==> src/hdl/tcp_segment_checksum_top_macros.svh <==
// Assertion macros shared by the checksum block.
// Include with the bare file name; needs no package.
`ifndef TCP_SEGMENT_CHECKSUM_TOP_MACROS_SVH
`define TCP_SEGMENT_CHECKSUM_TOP_MACROS_SVH

`ifndef SYNTHESIS
`define TCPC_ASSERT(lbl, clk, rst_n, prop) \
    lbl: assert property (@(posedge clk) disable iff (!rst_n) (prop)) \
        else $error("tcpc check failed");
`define TCPC_ASSERT_NEXT(lbl, clk, rst_n, ante, cons) \
    lbl: assert property (@(posedge clk) disable iff (!rst_n) (ante) |=> (cons)) \
        else $error("tcpc check failed");
`else
`define TCPC_ASSERT(lbl, clk, rst_n, prop)
`define TCPC_ASSERT_NEXT(lbl, clk, rst_n, ante, cons)
`endif

`endif

==> src/hdl/tcpc_pkg.sv <==
// Types and constants for the TCP segment checksum block.
// No dependencies.
package tcpc_pkg;

    localparam logic [15:0] MAX_SEGMENT_BYTES = 16'd65535;
    localparam logic [15:0] HDR_BYTES         = 16'd20;
    localparam logic [15:0] HDR_LEN           =
        (MAX_SEGMENT_BYTES < HDR_BYTES) ? MAX_SEGMENT_BYTES : HDR_BYTES;
    localparam logic [15:0] CSUM_ALL_ONES     = 16'hFFFF;

    typedef enum logic {
        KIND_HEADER  = 1'b0,
        KIND_PAYLOAD = 1'b1
    } tcpc_kind_t;

    // One classified request between front and back
    typedef struct packed {
        tcpc_kind_t  kind;
        logic        last;
        logic [19:0] hdr_sum;
        logic [15:0] pseudo;
        logic [7:0]  data;
    } tcpc_item_t;

    // One finished segment, sum not yet folded
    typedef struct packed {
        logic [20:0] raw_sum;
        logic [15:0] seg_len;
        logic        too_long;
    } tcpc_result_t;

endpackage

==> src/hdl/tcpc_front.sv <==
// Front stage: registers each input request and pre-sums header words.
// Depends on tcpc_pkg.
module tcpc_front (
    input  logic               clk,
    input  logic               rst_n,
    input  logic               push,
    output logic               full,
    input  logic               kind,
    input  logic [15:0]        src_port,
    input  logic [15:0]        dst_port,
    input  logic [31:0]        seq_number,
    input  logic [31:0]        ack_number,
    input  logic [3:0]         data_offset,
    input  logic [7:0]         flag_bits,
    input  logic [15:0]        window,
    input  logic [15:0]        urgent_ptr,
    input  logic [31:0]        pseudo_sum,
    input  logic [7:0]         payload_byte,
    input  logic               last_item,
    output logic               item_valid,
    input  logic               item_ready,
    output tcpc_pkg::tcpc_item_t item
);
    import tcpc_pkg::*;

    logic        valid_reg, valid_next;
    tcpc_item_t  item_reg, item_next;
    logic        load;
    logic [19:0] hsum;
    logic [16:0] pfold;

    // Nine big-endian header words, checksum field taken as zero
    assign hsum = 20'(src_port) + 20'(dst_port)
                + 20'(seq_number[31:16]) + 20'(seq_number[15:0])
                + 20'(ack_number[31:16]) + 20'(ack_number[15:0])
                + 20'({data_offset, 4'b0000, flag_bits})
                + 20'(window) + 20'(urgent_ptr);

    assign pfold = {1'b0, pseudo_sum[31:16]} + {1'b0, pseudo_sum[15:0]};

    assign full = valid_reg && !item_ready;
    assign load = push && !full;

    always_comb
    begin
        valid_next = valid_reg;
        item_next  = item_reg;
        if (load)
        begin
            valid_next        = 1'b1;
            item_next.kind    = tcpc_kind_t'(kind);
            item_next.last    = last_item;
            item_next.hdr_sum = hsum;
            item_next.pseudo  = pfold[15:0] + {15'b0, pfold[16]};
            item_next.data    = payload_byte;
        end
        else if (item_ready)
        begin
            valid_next = 1'b0;
        end
    end

    always_ff @(posedge clk or negedge rst_n)
    begin
        if (!rst_n)
        begin
            valid_reg <= 1'b0;
        end
        else
        begin
            valid_reg <= valid_next;
        end
    end

    always_ff @(posedge clk)
    begin
        item_reg <= item_next;
    end

    assign item_valid = valid_reg;
    assign item       = item_reg;

endmodule

==> src/hdl/tcpc_queue.sv <==
// Two-entry request queue between front and back.
// Depends on tcpc_pkg and the assertion macro header.
`include "tcp_segment_checksum_top_macros.svh"

module tcpc_queue (
    input  logic                 clk,
    input  logic                 rst_n,
    input  logic                 in_valid,
    output logic                 in_ready,
    input  tcpc_pkg::tcpc_item_t in_item,
    output logic                 out_valid,
    input  logic                 out_ready,
    output tcpc_pkg::tcpc_item_t out_item
);
    import tcpc_pkg::*;

    tcpc_item_t mem_reg [2];
    logic       wr_ptr_reg, wr_ptr_next;
    logic       rd_ptr_reg, rd_ptr_next;
    logic [1:0] count_reg, count_next;
    logic       wr_en, rd_en;

    assign in_ready  = (count_reg != 2'd2);
    assign out_valid = (count_reg != 2'd0);
    assign out_item  = mem_reg[rd_ptr_reg];
    assign wr_en     = in_valid && in_ready;
    assign rd_en     = out_valid && out_ready;

    always_comb
    begin
        wr_ptr_next = wr_en ? ~wr_ptr_reg : wr_ptr_reg;
        rd_ptr_next = rd_en ? ~rd_ptr_reg : rd_ptr_reg;
        count_next  = count_reg;
        if (wr_en && !rd_en)
        begin
            count_next = count_reg + 2'd1;
        end
        else if (rd_en && !wr_en)
        begin
            count_next = count_reg - 2'd1;
        end
    end

    always_ff @(posedge clk or negedge rst_n)
    begin
        if (!rst_n)
        begin
            wr_ptr_reg <= 1'b0;
            rd_ptr_reg <= 1'b0;
            count_reg  <= 2'd0;
        end
        else
        begin
            wr_ptr_reg <= wr_ptr_next;
            rd_ptr_reg <= rd_ptr_next;
            count_reg  <= count_next;
        end
    end

    always_ff @(posedge clk)
    begin
        if (wr_en)
        begin
            mem_reg[wr_ptr_reg] <= in_item;
        end
    end

    `TCPC_ASSERT(a_q_count_range, clk, rst_n, count_reg != 2'd3)
    `TCPC_ASSERT(a_q_ptr_gap, clk, rst_n,
        (count_reg != 2'd1) || (wr_ptr_reg != rd_ptr_reg))
    `TCPC_ASSERT_NEXT(a_q_fill, clk, rst_n, wr_en && !rd_en,
        count_reg == $past(count_reg) + 2'd1)

endmodule

==> src/hdl/tcpc_back.sv <==
// Back stage: ones-complement accumulator, length count and result queue.
// Depends on tcpc_pkg and the assertion macro header.
`include "tcp_segment_checksum_top_macros.svh"

module tcpc_back (
    input  logic                 clk,
    input  logic                 rst_n,
    input  logic                 item_valid,
    output logic                 item_ready,
    input  tcpc_pkg::tcpc_item_t item,
    output logic                 empty,
    input  logic                 pop,
    output logic [15:0]          checksum,
    output logic [15:0]          segment_length,
    output logic                 too_long
);
    import tcpc_pkg::*;

    logic [15:0] acc_reg, acc_next;
    logic [7:0]  held_reg, held_next;
    logic        odd_reg, odd_next;
    logic [15:0] count_reg, count_next;
    logic [15:0] psum_reg, psum_next;
    logic        ovf_reg, ovf_next;

    tcpc_result_t rq_mem_reg [2];
    logic         rq_wr_ptr_reg, rq_rd_ptr_reg;
    logic [1:0]   rq_count_reg, rq_count_next;
    logic         rq_full, rq_push, rq_pop;
    tcpc_result_t res;
    tcpc_result_t head;

    logic        take, drop;
    logic [16:0] hfold;
    logic [15:0] hacc;
    logic [15:0] pair;
    logic [16:0] pair_sum;
    logic [15:0] pair_acc;
    logic [15:0] tail_word;
    logic [16:0] ofold1;
    logic [15:0] ofold2;
    logic [15:0] inv;

    assign rq_full    = (rq_count_reg == 2'd2);
    // Stall only a final request that has nowhere to put its result
    assign take       = item_valid && !(item.last && rq_full);
    assign item_ready = !(item.last && rq_full);
    assign rq_push    = take && item.last;
    assign rq_pop     = pop && !empty;
    assign empty      = (rq_count_reg == 2'd0);

    assign drop = (count_reg >= MAX_SEGMENT_BYTES);

    assign hfold    = {1'b0, item.hdr_sum[15:0]} + {13'b0, item.hdr_sum[19:16]};
    assign hacc     = hfold[15:0] + {15'b0, hfold[16]};
    assign pair     = {held_reg, item.data};
    assign pair_sum = {1'b0, acc_reg} + {1'b0, pair};
    assign pair_acc = pair_sum[15:0] + {15'b0, pair_sum[16]};

    // Word still to add when the segment closes on a payload byte
    always_comb
    begin
        if (drop)
        begin
            tail_word = odd_reg ? {held_reg, 8'h00} : 16'h0000;
        end
        else
        begin
            tail_word = odd_reg ? pair : {item.data, 8'h00};
        end
    end

    always_comb
    begin
        res = '0;
        case (item.kind)
            KIND_HEADER:
            begin
                res.raw_sum  = 21'(item.hdr_sum) + 21'(item.pseudo);
                res.seg_len  = HDR_LEN;
                res.too_long = 1'b0;
            end
            KIND_PAYLOAD:
            begin
                res.raw_sum  = 21'(acc_reg) + 21'(tail_word) + 21'(psum_reg);
                res.seg_len  = drop ? count_reg : count_reg + 16'd1;
                res.too_long = ovf_reg || drop;
            end
            default:
            begin
                res = '0;
            end
        endcase
    end

    always_comb
    begin
        acc_next   = acc_reg;
        held_next  = held_reg;
        odd_next   = odd_reg;
        count_next = count_reg;
        psum_next  = psum_reg;
        ovf_next   = ovf_reg;
        if (take)
        begin
            if (item.last)
            begin
                acc_next   = '0;
                held_next  = '0;
                odd_next   = 1'b0;
                count_next = '0;
                psum_next  = '0;
                ovf_next   = 1'b0;
            end
            else
            begin
                case (item.kind)
                    KIND_HEADER:
                    begin
                        acc_next   = hacc;
                        held_next  = '0;
                        odd_next   = 1'b0;
                        count_next = HDR_LEN;
                        psum_next  = item.pseudo;
                        ovf_next   = 1'b0;
                    end
                    KIND_PAYLOAD:
                    begin
                        if (drop)
                        begin
                            ovf_next = 1'b1;
                        end
                        else
                        begin
                            count_next = count_reg + 16'd1;
                            if (odd_reg)
                            begin
                                acc_next  = pair_acc;
                                held_next = '0;
                                odd_next  = 1'b0;
                            end
                            else
                            begin
                                held_next = item.data;
                                odd_next  = 1'b1;
                            end
                        end
                    end
                    default:
                    begin
                        acc_next = acc_reg;
                    end
                endcase
            end
        end
    end

    always_comb
    begin
        rq_count_next = rq_count_reg;
        if (rq_push && !rq_pop)
        begin
            rq_count_next = rq_count_reg + 2'd1;
        end
        else if (rq_pop && !rq_push)
        begin
            rq_count_next = rq_count_reg - 2'd1;
        end
    end

    always_ff @(posedge clk or negedge rst_n)
    begin
        if (!rst_n)
        begin
            acc_reg       <= '0;
            held_reg      <= '0;
            odd_reg       <= 1'b0;
            count_reg     <= '0;
            psum_reg      <= '0;
            ovf_reg       <= 1'b0;
            rq_wr_ptr_reg <= 1'b0;
            rq_rd_ptr_reg <= 1'b0;
            rq_count_reg  <= 2'd0;
        end
        else
        begin
            acc_reg       <= acc_next;
            held_reg      <= held_next;
            odd_reg       <= odd_next;
            count_reg     <= count_next;
            psum_reg      <= psum_next;
            ovf_reg       <= ovf_next;
            rq_wr_ptr_reg <= rq_push ? ~rq_wr_ptr_reg : rq_wr_ptr_reg;
            rq_rd_ptr_reg <= rq_pop ? ~rq_rd_ptr_reg : rq_rd_ptr_reg;
            rq_count_reg  <= rq_count_next;
        end
    end

    always_ff @(posedge clk)
    begin
        if (rq_push)
        begin
            rq_mem_reg[rq_wr_ptr_reg] <= res;
        end
    end

    // Fold the head result to 16 bits, invert, and map zero to all ones
    assign head   = rq_mem_reg[rq_rd_ptr_reg];
    assign ofold1 = {1'b0, head.raw_sum[15:0]} + {12'b0, head.raw_sum[20:16]};
    assign ofold2 = ofold1[15:0] + {15'b0, ofold1[16]};
    assign inv    = ~ofold2;

    assign checksum       = (inv == 16'h0000) ? CSUM_ALL_ONES : inv;
    assign segment_length = head.seg_len;
    assign too_long       = head.too_long;

    `TCPC_ASSERT(a_b_rq_range, clk, rst_n, rq_count_reg != 2'd3)
    `TCPC_ASSERT_NEXT(a_b_clear_after_last, clk, rst_n, rq_push,
        (count_reg == 16'd0) && !odd_reg && !ovf_reg && (acc_reg == 16'd0))
    `TCPC_ASSERT(a_b_ovf_at_max, clk, rst_n,
        !ovf_reg || (count_reg == MAX_SEGMENT_BYTES))
    `TCPC_ASSERT_NEXT(a_b_result_queued, clk, rst_n, rq_push && !rq_pop,
        !empty)

endmodule

==> src/hdl/tcp_segment_checksum_top.sv <==
// Top level of the TCP segment checksum block.
// Depends on tcpc_pkg, tcpc_front, tcpc_queue and tcpc_back.
//
//   channel   handshake      payload
//   -------   ------------   ---------------------------------------------
//   request   push / full    kind, header fields, payload_byte, last_item
//   result    pop / empty    checksum, segment_length, too_long
//
// One request per cycle while no final request waits on a full result
// queue; the back stage adds one ones-complement word per pair of payload bytes.
// A result is on the ports once it is in the result queue and at its head.
// Reset clears all segment state and both queues; no clearing pass.
// Only a final request stalls the back stage, and only while two results wait.
module tcp_segment_checksum_top (
    input  logic        clk,
    input  logic        rst_n,
    input  logic        push,
    output logic        full,
    input  logic        kind,
    input  logic [15:0] src_port,
    input  logic [15:0] dst_port,
    input  logic [31:0] seq_number,
    input  logic [31:0] ack_number,
    input  logic [3:0]  data_offset,
    input  logic [7:0]  flag_bits,
    input  logic [15:0] window,
    input  logic [15:0] urgent_ptr,
    input  logic [31:0] pseudo_sum,
    input  logic [7:0]  payload_byte,
    input  logic        last_item,
    output logic        empty,
    input  logic        pop,
    output logic [15:0] checksum,
    output logic [15:0] segment_length,
    output logic        too_long
);
    import tcpc_pkg::*;

    logic       f_valid, f_ready;
    tcpc_item_t f_item;
    logic       b_valid, b_ready;
    tcpc_item_t b_item;

    tcpc_front u_front (
        .clk          (clk),
        .rst_n        (rst_n),
        .push         (push),
        .full         (full),
        .kind         (kind),
        .src_port     (src_port),
        .dst_port     (dst_port),
        .seq_number   (seq_number),
        .ack_number   (ack_number),
        .data_offset  (data_offset),
        .flag_bits    (flag_bits),
        .window       (window),
        .urgent_ptr   (urgent_ptr),
        .pseudo_sum   (pseudo_sum),
        .payload_byte (payload_byte),
        .last_item    (last_item),
        .item_valid   (f_valid),
        .item_ready   (f_ready),
        .item         (f_item)
    );

    tcpc_queue u_queue (
        .clk       (clk),
        .rst_n     (rst_n),
        .in_valid  (f_valid),
        .in_ready  (f_ready),
        .in_item   (f_item),
        .out_valid (b_valid),
        .out_ready (b_ready),
        .out_item  (b_item)
    );

    tcpc_back u_back (
        .clk            (clk),
        .rst_n          (rst_n),
        .item_valid     (b_valid),
        .item_ready     (b_ready),
        .item           (b_item),
        .empty          (empty),
        .pop            (pop),
        .checksum       (checksum),
        .segment_length (segment_length),
        .too_long       (too_long)
    );

endmodule
==> config.mk <==
export PLATFORM = sky130hd
export DESIGN_NAME = tcp_segment_checksum_top
export DESIGN_NICKNAME = d
export VERILOG_FILES = /design/src/hdl/tcpc_pkg.sv /design/src/hdl/tcpc_front.sv /design/src/hdl/tcpc_queue.sv /design/src/hdl/tcpc_back.sv /design/src/hdl/tcp_segment_checksum_top.sv
export VERILOG_INCLUDE_DIRS = /design/src /design/src/hdl
export SDC_FILE = /design/constraint.sdc
export NUM_CORES = 1
export LEC_CHECK = 0
export ABC_AREA = 1
export BUFFER_PORTS_ARGS = -buffer_cell sky130_fd_sc_hd__buf_2
export CAP_MARGIN = 20
export CORE_UTILIZATION = 55
export DETAILED_ROUTE_END_ITERATION = 16
export GPL_ROUTABILITY_DRIVEN = 0
export PLACE_DENSITY = 0.89
export SKIP_LAST_GASP = 1
export SYNTH_ARGS = -nofsm -noshare
export SYNTH_HDL_FRONTEND = slang
export SYNTH_SLANG_ARGS = --single-unit
==> constraint.sdc <==
create_clock -name clk -period 5.1 [get_ports clk]
set_input_delay 0 -clock clk [delete_from_list [all_inputs] [get_ports clk]]
set_output_delay 0 -clock clk [all_outputs]
set_load 0.005 [all_outputs]
# Word level (Yosys, flattened, before mapping)
# Memory sizes are Yosys's and may differ from the RTL's.
# Cells that the tools add are included.
[totals]
ff_bits = 113
mem_bits_rw = 168
input_bits = 186
output_inout_bits = 35
wordCells = 122
memories = 2
[op_classes]
addsub = 24
order_cmp = 1
eq_ne = 6
mux = 35
bitwise_logic = 6
reduce_logical = 30
[memory_table]
columns = ["memory", "words", "width", "rd", "rd_ports_with_merged_regs", "wr", "line_no", "source"]
rows = [
  ["u_queue.mem_reg", 2, 46, 1, 0, 1, "tcpc_queue.sv:17", "tcpc_item_t mem_reg [2];"],
  ["u_back.rq_mem_reg", 2, 38, 1, 0, 1, "tcpc_back.sv:26", "tcpc_result_t rq_mem_reg [2];"],
]
[ops]
columns = ["operator", "n"]
rows = [
  ["$mux 16", 11],
  ["$add 20x16->20", 7],
  ["$pmux 38 s2", 1],
  ["$add 16x16->17", 4],
  ["$add 16x1->16", 4],
  ["$pmux 16 s2", 2],
  ["$mux 8", 3],
  ["$add 20x16->21", 1],
  ["$add 21x16->21", 1],
  ["$add 16x4->17", 1],
  ["$add 16x5->17", 1],
  ["$add 16x1->16 const B", 1],
  ["$ge 16x16->1 const B", 1],
  ["$logic_not 16->1", 1],
  ["$not 16->16", 1],
  ["$pmux 8 s2", 1],
  ["$logic_and 1x1->1", 11],
  ["$mux 1", 11],
  ["$ne 3x3->1 const B", 3],
  ["$logic_not 1->1", 8],
  ["$mux 2", 4],
  ["$reduce_bool 2->1", 4],
  ["$reduce_and 2->1", 3],
  ["$not 1->1", 5],
  ["other kinds (8)", 12],
]

# Depth between registers and ports, before layout
[depth]
depth_word = 9
depth_mapped = 34
depth_no_buf = 31

# Hierarchy
# A second synthesis with hierarchy kept.
[hier_totals]
hier_cells = 2523
hier_area_um2 = 21124.0
[modules_own_cells]
columns = ["module", "n_inst", "cells_each", "area_per_inst_um2", "seq_area_each_um2"]
rows = [
  ["tcpc_back", 1, 1511, 10971.8, 3833.7],
  ["tcpc_front", 1, 743, 6561.3, 1406.3],
  ["tcpc_queue", 1, 269, 3590.9, 2862.7],
]

# Worst setup path after synthesis
# No wires, ideal clock.
[synth_timing]
kind = "input -> register"
from = "input src_port[0]"
to = "register u_front.item_reg (netlist bit u_front.item[43]) (data pin)"
setup_time_ns = 0.254
arrival_time_ns = 4.797
required_time_ns = 4.846
setup_slack_ns = 0.049
cell_stages = 20
path_buffers = 0
cell_sequence = "ha_1 > fa_1 > a21oi_1 > o21ai_0 > a21oi_1 > xnor2_1 > fa_1 > inv_1 > fa_1 > fa_1 > fa_1 > inv_1 > ha_1 > a21oi_1 > o21ai_0 > a211oi_1 > o21ai_0 > a21oi_1 > nor2_1 > o21a_1"
[synth_via]
elab_chain_cells = 8
[synth_rtl]
columns = ["element", "line_no", "source"]
rows = [
  ["start, declared", "tcp_segment_checksum_top.sv:20", "input logic [15:0] src_port,"],
  ["$add 16x16->17", "tcpc_front.sv:33", "assign hsum = 20'(src_port) + 20'(dst_port)"],
  ["$add 20x16->20 (2 in series)", "tcpc_front.sv:34", "+ 20'(seq_number[31:16]) + 20'(seq_number[15:0])"],
  ["$add 20x16->20 (2 in series)", "tcpc_front.sv:35", "+ 20'(ack_number[31:16]) + 20'(ack_number[15:0])"],
  ["$add 20x16->20", "tcpc_front.sv:36", "+ 20'({data_offset, 4'b0000, flag_bits})"],
  ["$add 20x16->20 (2 in series)", "tcpc_front.sv:37", "+ 20'(window) + 20'(urgent_ptr);"],
  ["net u_front.hsum[19]", "tcpc_front.sv:29", "logic [19:0] hsum;"],
  ["end signal, assigned", "tcpc_front.sv:77", "item_reg <= item_next;"],
  ["end, declared", "tcpc_front.sv:27", "tcpc_item_t item_reg, item_next;"],
]
# The timed path passes the listed nets, and every way through them passes these cells.
# A chain may end at the register's enable or synchronous reset.

==> flow_summary.json <==
{
  "syn_avg_cell_area_um2": 8.246,
  "synth_area_leader_cell": "edfxtp_1",
  "cts_tree": "done",
  "remaining_drc_errors": 0,
  "synth_ff_type": "edfxtp_1",
  "coreArea_um2": 37930,
  "final_area_um2": 25000,
  "dieWidth_um": 199.2,
  "fin_crit_ns": 5.040,
  "slowest_delay_ns": 0.42,
  "synth_commonest_cells": "717 x nand2_1, 403 x inv_1, 214 x edfxtp_1, 161 x nor2_1, 153 x nand3_1",
  "whs_ns": 0.02083,
  "drt_iter0_drc": 1745,
  "largest_register_ffs": 92,
  "antenna_left": 0,
  "grt.total_usage_pct": 28.09,
  "drv_cap": 0,
  "hold_path.class": "in -> reg",
  "dpl.hpwl_um": 43310,
  "h-tree-depth": 1,
  "synth_edf_count": 214,
  "first_pass_iters": 7,
  "synth_area_leaders": "edfxtp_1 30%, nand2_1 13%, fa_1 9.3%",
  "wirelength_um": 56210,
  "synth-async-reset-ratio_pct": 23.84,
  "preCtsSetupSlack_ns": -0.6134,
  "rsz0062_at_grt": "yes",
  "startpoint": "u_back.count_reg[0]$_DFFE_PN0P_",
  "synth_most_common_cell": "nand2_1",
  "worst_ep_arrival_time_ns": 5.31,
  "worst_slack_ns": 0.06046,
  "antenna_found_initial": 0,
  "vias_per_cell": 5.630,
  "cts_buffers": 30,
  "status": "completed",
  "synthesis.area_um2": 21400,
  "slew_headroom_pct": 29.11,
  "synth_nets": 3021,
  "ys_warn_count": 0,
  "synth_top_area_share_pct": 30.03,
  "rr_startpoint": "u_back.count_reg[0]$_DFFE_PN0P_",
  "finalCritPeriodShare_pct": 98.81,
  "port_buffers": 220,
  "numClockSinks": 281,
  "grt_pass1_vias": 19280,
  "cpMostUsedCell": "nand2_1",
  "slowest_stage": "dfrtp_1",
  "slew_viol_final": 0,
  "ys_ff_latch": 281,
  "hold_start": "pseudo_sum[31]",
  "worstSetupPathType": "reg -> reg",
  "required_ns": 5.37,
  "finalHoldViolCount": 0,
  "clk_pin_slew_ns": 0.06,
  "met1Wirelength_um": 19980,
  "wire_per_inst_um": 16.36,
  "worstMarginPinSlew_ns": 1.061,
  "seq_area_frac_synth_pct": 37.87,
  "finalSetupViolCount": 0,
  "clk-insertion-delay-late_ns": 0.55,
  "route.met2.wl_um": 28480,
  "crit_family": "simple AND/OR/NAND/NOR gates",
  "grt_pass1_wl_um": 89840,
  "dpl-instance-area_um2": 23460,
  "fmax_mhz": 198.4,
  "synthCells": 2595,
  "start_util_pct": 56.41,
  "diodes": 0,
  "ys_types": 53,
  "syn2layout_area_growth_pct": 16.81,
  "cts.path.max_buffers": 3,
  "clockRootBuffer": "clkbuf_16",
  "setup.worst_path.start_class": "flip-flop",
  "ios": 221,
  "grt_max_degree": 68,
  "top_layer_used": "met4",
  "overflow": 0,
  "vias": 19340,
  "num_rows": 71,
  "utilization_pct": 65.89,
  "die-height_um": 199.2,
  "dr_wl_met3_um": 4413,
  "worst_setup_path_end_kind": "flip-flop",
  "final_nets": 3327,
  "die-area_um2": 39700,
  "critPathBufInv": 1,
  "clock_skew_ns": 0.01397,
  "critPathMaxFanout": 7,
  "fillCellCount": 2892,
  "layout-drive-gt1-share_pct": 16.14
}
==> layout by cell type (no fill, tap or decap), drive strengths merged, types with 2 or more instances in the layout <==
master	instances
nand2	740
inv	416
buf	290
edfxtp	214
nor2	178
nand3	159
o21ai	145
ha	141
a21oi	121
fa	99
dfrtp	67
xor2	60
clkbuf	44
xnor2	42
nand4	28
or2	27
nor3	23
o22ai	18
dlygate4sd3	18
a31oi	15
o21bai	10
nand3b	9
clkinv	8
a21o	5
a21boi	5
o31ai	4
and2	4
bufinv	4
clkinvlp	4
nor4	4
a211oi	4
o21a	3
o211ai	3
a32o	3
o2111ai	2
o41ai	2
==> per-stage QoR <==
stage          setup TNS (ns)  instances
4_1_cts                     0       3425
5_1_grt                -1.383       3436
3_5_place_dp           -5.004       3350
2_1_floorplan               0       2595
6_report                    0       3436
3_3_place_gp           -1.166       3350
==> worst min-delay path: stages <==
cell	delay (ns)
buf_2	0.08
ha_1	0.15
or2_2	0.12
ha_1	0.12
==> repair_timing <==
action,CTS,global route
endpoints found under the hold margin,82,0
hold buffers,18,0
setup buffers,1,9
cloned,0,2
setup endpoints to repair,31,48
gates resized for setup,13,56
pin swaps,1,12
==> per-layer routing <==
metal	vias to the layer above	GRT usage, %
met5	-	0
met4	0	14.56
met3	258	4.000
met2	1099	51.92
met1	8914	31.17
li1	9073	-
==> area by class of cell <==
class | instances | area (µm²) | area share [%]
timing repair buffer | 309 | 1844 | 7.378
multi-input combinational | 1860 | 11820 | 47.30
tap | 511 | 639.4 | 2.558
inverter | 419 | 1578 | 6.312
sequential | 281 | 8105 | 32.43
clock buffer | 43 | 830.8 | 3.324
clock inverter | 13 | 173.9 | 0.6958
==> worst paths after layout <==
check / cells past startpoint / endpoint / slack, ns
min reg2reg: 0 / u_queue.mem_reg[1][16]$_DFFE_PP_ / 0.44
max reg2reg: 26 / u_back.rq_mem_reg[1][33]$_DFFE_PP_ / 0.06
min in group asynchronous: 3 / u_back.count_reg[2]$_DFFE_PN0P_ / 0.20
max in group asynchronous: 3 / u_queue.rd_ptr_reg$_DFFE_PN0P_ / 4.25
min: 4 / u_front.item[8]$_DFFE_PP_ / 0.02
max: 26 / u_back.rq_mem_reg[1][33]$_DFFE_PP_ / 0.06
==> logic make-up after synthesis <==
| group | count (synthesis) | synth area share [%] |
|---|---|---|
| adder cells (fa/ha/maj) | 240 | 17.51 |
| multiplexers | 1 | 0.04678 |
| XOR/XNOR | 102 | 4.175 |
| AND/OR/NAND/NOR | 1172 | 23.37 |
| buffers and inverters | 455 | 8.110 |
| AO/OA/AOI/OAI | 344 | 8.929 |
| flip-flops | 281 | 37.87 |
Power is not shown: default switching activity piles up to over one toggle a cycle in this logic, so the estimate is an artifact.
